$ cat src/rtl/core/ios_pkg.sv
// Shared constants and codes for the I/O size statistics block.
`default_nettype none
package ios_pkg;
   localparam int DEVICE_SLOTS_DEF = 16;
   localparam int BUCKETS_DEF      = 12;
   localparam int UNIT_W           = 21;
   localparam int BYTES_W          = 32;
   localparam int SECTOR_W         = 54;
   localparam int SEL_W            = 5;
   localparam int DEV_W            = 4;
   localparam int BUCKET_W         = 4;
   localparam int WORD_W           = 64;
   localparam int SECTOR_SHIFT     = 9;

   localparam logic       MODE_RECORD = 1'b0;
   localparam logic       MODE_READ   = 1'b1;
   localparam logic [1:0] OP_READ     = 2'd0;
   localparam logic [1:0] OP_WRITE    = 2'd1;

   localparam logic [2:0] FLD_BYTES = 3'd0;
   localparam logic [2:0] FLD_COUNT = 3'd1;
   localparam logic [2:0] FLD_HIST  = 3'd2;
   localparam logic [2:0] FLD_SPAN  = 3'd3;
   localparam logic [2:0] FLD_SMALL = 3'd4;
   localparam logic [2:0] FLD_MIN   = 3'd5;
   localparam logic [2:0] FLD_MAX   = 3'd6;
endpackage
`default_nettype wire

$ cat src/rtl/core/ios_div.sv
// Iterative remainder unit, two quotient bits per cycle, for the span computation.
`default_nettype none
module ios_div
   import ios_pkg::*;
(
   input  wire logic              clock,
   input  wire logic              reset,
   input  wire logic              start,
   input  wire logic [WORD_W-1:0] dividend,
   input  wire logic [UNIT_W-1:0] divisor,
   output logic                   done,
   output logic      [UNIT_W-1:0] remainder
);
   localparam int STEPS = WORD_W / 2;
   localparam int CNT_W = $clog2(STEPS);

   logic [WORD_W-1:0] shift_ff;
   logic [UNIT_W-1:0] rem_ff;
   logic [CNT_W-1:0]  cnt_ff;
   logic              busy_ff;
   logic              done_ff;

   function automatic logic [UNIT_W-1:0] rem_step(input logic [UNIT_W-1:0] r,
                                                  input logic b,
                                                  input logic [UNIT_W-1:0] d);
      logic [UNIT_W:0] t;
      t = {r, b};
      if (t >= {1'b0, d}) begin
         t = t - {1'b0, d};
      end
      return t[UNIT_W-1:0];
   endfunction

   always_ff @(posedge clock) begin
      if (reset) begin
         busy_ff <= 1'b0;
         done_ff <= 1'b0;
         cnt_ff  <= '0;
      end else begin
         done_ff <= 1'b0;
         if (start) begin
            busy_ff  <= 1'b1;
            cnt_ff   <= '0;
            rem_ff   <= '0;
            shift_ff <= dividend;
         end else if (busy_ff) begin
            rem_ff   <= rem_step(rem_step(rem_ff, shift_ff[WORD_W-1], divisor),
                                 shift_ff[WORD_W-2], divisor);
            shift_ff <= {shift_ff[WORD_W-3:0], 2'b00};
            cnt_ff   <= cnt_ff + 1'b1;
            if (cnt_ff == CNT_W'(STEPS - 1)) begin
               busy_ff <= 1'b0;
               done_ff <= 1'b1;
            end
         end
      end
   end

   assign done      = done_ff;
   assign remainder = rem_ff;
endmodule
`default_nettype wire

$ cat config.mk
export PLATFORM = sky130hd
export DESIGN_NAME = ios_div
export DESIGN_NICKNAME = d
export VERILOG_FILES = /design/src/rtl/core/ios_pkg.sv /design/src/rtl/core/ios_div.sv
export SDC_FILE = /design/constraint.sdc
export NUM_CORES = 1
export LEC_CHECK = 0
export BUFFER_PORTS_ARGS = -buffer_cell sky130_fd_sc_hd__buf_2
export CORE_MARGIN = 5
export CORE_UTILIZATION = 57
export DETAILED_ROUTE_END_ITERATION = 8
export PLACE_DENSITY = 0.82
export SLEW_MARGIN = 20
export SYNTH_ARGS = -nofsm -noshare
export SYNTH_HDL_FRONTEND = slang
export SYNTH_SLANG_ARGS = --single-unit
export TNS_END_PERCENT = 20
$ cat constraint.sdc
create_clock -name clock -period 8.37 [get_ports clock]
set_input_delay 2.511 -clock clock [delete_from_list [all_inputs] [get_ports clock]]
set_output_delay 2.511 -clock clock [all_outputs]
set_load 0.03 [all_outputs]
==> impl_metrics.yaml <==
clock_network:
  clk_pin_slew_ns: 0.09
  cts_tree: "yes"
  clockBufferDepth: 2
  cts_setup_buffers: 0
  h-tree-depth: 3
  ctsResizeCount: 0
  cts-root-buf: "clkbuf_8"
  cts_num_sinks: 92
  cts_buffers: 9
  clock_latency_ns: 0.37
  ctsHoldBuffers: 0
synthesis:
  synth_nets: 707
  synth-edff-count: 85
  synth.largest_area_cell: "edfxtp_1"
  async_reset_ff_share_pct: 0
  ys_seq_area_share_pct: 43.5
  netlist-cell-type-count: 55
  syn_area_per_cell_sq_um: 10.8
  synth_area_leaders: "edfxtp_1, mux2_2, ha_1, xnor2_1, o21ai_0"
  synth_area_sq_um: 6190
  synth_top_area_share_pct: 41.2
  yosysWarnings: 0
  ys_seq_elements: 92
  netlist_instances: 573
  yosys_most_used_dff: "edfxtp_1"
setup_path:
  critPathMaxFanout: 28
  cp.arrival_ns: 7.61
  crit_chain: "buf_2 -> ha_1 -> inv_1 -> fa_1 -> a211oi_1 -> o21ai_2 -> a41oi_2 -> a211oi_2 -> o31ai_4 -> buf_4 -> o21ai_0 -> ha_1 -> a21oi_1 -> o21ai_1 -> o41ai_1 -> o211a_1 -> nor2_1 -> a221o_1 -> a221o_1 -> buf_4 -> mux2i_1 -> nor2_1"
  rr_worst_depth: 22
  end_kind: "flip-flop"
  startpoint_type: "input port"
  required_ns: 8.47
  crit_family: "compound AO/OA/AOI/OAI gates"
  crit_cells: 22
  critPathSlowestCell: "o41ai_1"
  cp_slowest_stage_delay_ns: 0.56
  crit_buf_inv: 4
  worstSetupPathType: "in -> reg"
power:
  swShare_pct: 47.4
  power_frac_seq_pct: 21.1
  power.share.clock_pct: 9.2
  combinationalPowerShare_pct: 69.7
  power.leakage_nw: 2.99
  power_mw: 3.25
  switchingPower_mw: 1.54
  internal-power_mw: 1.71
  power_density_nw_per_um2: 460
  ir_drop_mv: 0.333
routing:
  drc: 0
  wl_per_cell_um: 17.0
  vias: 4722
  via_per_inst: 5.73
  firstDrtPassIters: 6
  drtAntennaViolNets: 0
  drt_iter0_drc: 253
  wirelength_um: 14000
layout:
  layout_commonest_cell: "buf_2"
  seqCellArea_sq_um: 2690
  nets: 813
  n_fill_cell: 879
  post-route-util_pct: 65.7
  multiInputGateArea_sq_um: 3280
  final_cell_mix: "buf_2, edfxtp_1, mux2_2"
  layout-drive-gt1-share_pct: 30.7
  diodes: 0
  syn2layout_area_growth_pct: 14.0
place:
  place_congestion: 0.888
  port_buffers: 109
  dp_hpwl_um: 10700
global_routing:
  grt_max_degree: 75
  track_usage_pct: 21.8
  antenna_found_initial: 0
  grt_pass1_wl_um: 23000
  overflow: 0
  grt_pass1_vias: 4938
die:
  placementRows: 38
  die_y_um: 114
  dieArea_sq_um: 13000
  start_util_pct: 57.6
  io_pins: 110
  core_sq_um: 10700
  die_w_um: 114
sta:
  finalCritPeriodShare_pct: 89.8
  slew_headroom_pct: 38.2
  setup_violations: 0
  finalHoldViolCount: 0
  setup_tns_ns: 0
  rsz0062_at_grt: "no"
  clock_skew_ns: 0.0109
  fmax_mhz: 133
  period_minus_slack_ns: 7.52
  drv_slew: 0
  worst_pin_slew_ns: 0.928
worst_hold_path:
  hp-class: "reg -> reg"
  min_path_cells: 2
run:
  max_cap_violations: 0
status:
  status: "finished clean"
==> layout make-up <==
type	instances	share of cell area, %
clock inverter	7	0.939
sequential	92	38.1
multi-input combinational	426	46.5
tap	140	2.48
timing repair buffer	114	8.29
clock buffer	9	1.75
inverter	36	1.91
==> worst register-to-register path: stages, from the launching register on <==
cell,delay (ns)
edfxtp_1,0.41
inv_1,0.08
ha_1,0.16
inv_1,0.06
fa_1,0.42
a211oi_1,0.36
o21ai_2,0.14
a41oi_2,0.24
a211oi_2,0.13
o31ai_4,0.30
buf_4,0.31
o21ai_0,0.20
ha_1,0.38
a21oi_1,0.17
o21ai_1,0.16
o41ai_1,0.57
o211a_1,0.25
nor2_1,0.08
a221o_1,0.30
a221o_1,0.25
buf_4,0.26
mux2i_1,0.22
nor2_1,0.06
==> layer usage <==
layer,up-vias,share of wire [%],global-route usage [%]
met5,-,0,0
met4,0,1.8,7.84
met3,23,7.5,6.98
met2,125,50,37.4
met1,2266,41,25.8
li1,2308,-,-
==> registers in the layout, summed over array words and instances (netlist names) <==
name,count
done,1
busy_ff,1
cnt_ff,5
remainder,21
shift_ff,64
==> power groups by stage <==
| stage | logic (mW) | registers, mW | clock network (mW) |
|---|---|---|---|
| detailed placement | 2.22 | 0.695 | 0 |
| global placement | 2.15 | 0.692 | 0 |
| global route | 2.49 | 0.694 | 0.324 |
| floorplan | 1.71 | 0.783 | 0 |
| CTS | 2.24 | 0.685 | 0.306 |
| finish | 2.26 | 0.685 | 0.300 |
==> synthesized netlist by cell type (12+ instances only) <==
cell and count:
o21ai_0 34, ha_1 44, clkbuf_1 13, mux2i_1 16, edfxtp_1 85, mux2_2 63
a21oi_1 32, xor2_1 12, inv_1 36, nand2_1 41, xnor2_1 26, nor2_1 44
==> final timing paths <==
check | from | endpoint | slack [ns]
hold reg to reg | cnt_ff[3]$_SDFFE_PP0P_ | cnt_ff[3]$_SDFFE_PP0P_ | 0.52
setup reg to reg | shift_ff[63]$_DFFE_PP_ | remainder[19]$_SDFFCE_PP0P_ | 2.61
hold / removal | cnt_ff[3]$_SDFFE_PP0P_ | cnt_ff[3]$_SDFFE_PP0P_ | 0.52
setup / recovery | divisor[0] | remainder[19]$_SDFFCE_PP0P_ | 0.85
==> logic make-up after synthesis <==
family                     Yosys count  synth area share [%]
and+or+nand+nor                    143                  11.0
AOI/OAI and AO/OA                  119                  12.5
DFF                                 92                  43.5
muxes                               80                  14.3
buffers and inverters               55                  3.76
adders and majority gates           46                  9.54
xor gates and xnor gates            38                  5.38
==> per-stage QoR <==
step	cells	hold slack, ns	setup WS (ns)	cell area, sq um
6_report	824	0.519	0.852	7060
5_1_grt	824	0.542	0.558	7060
4_1_cts	824	0.519	0.917	7060
3_5_place_dp	808	0.499	0.513	6870
3_3_place_gp	808	0.482	0.670	6870
2_1_floorplan	573	0.467	1.17	6190
Power figures use the tool's default switching activity.
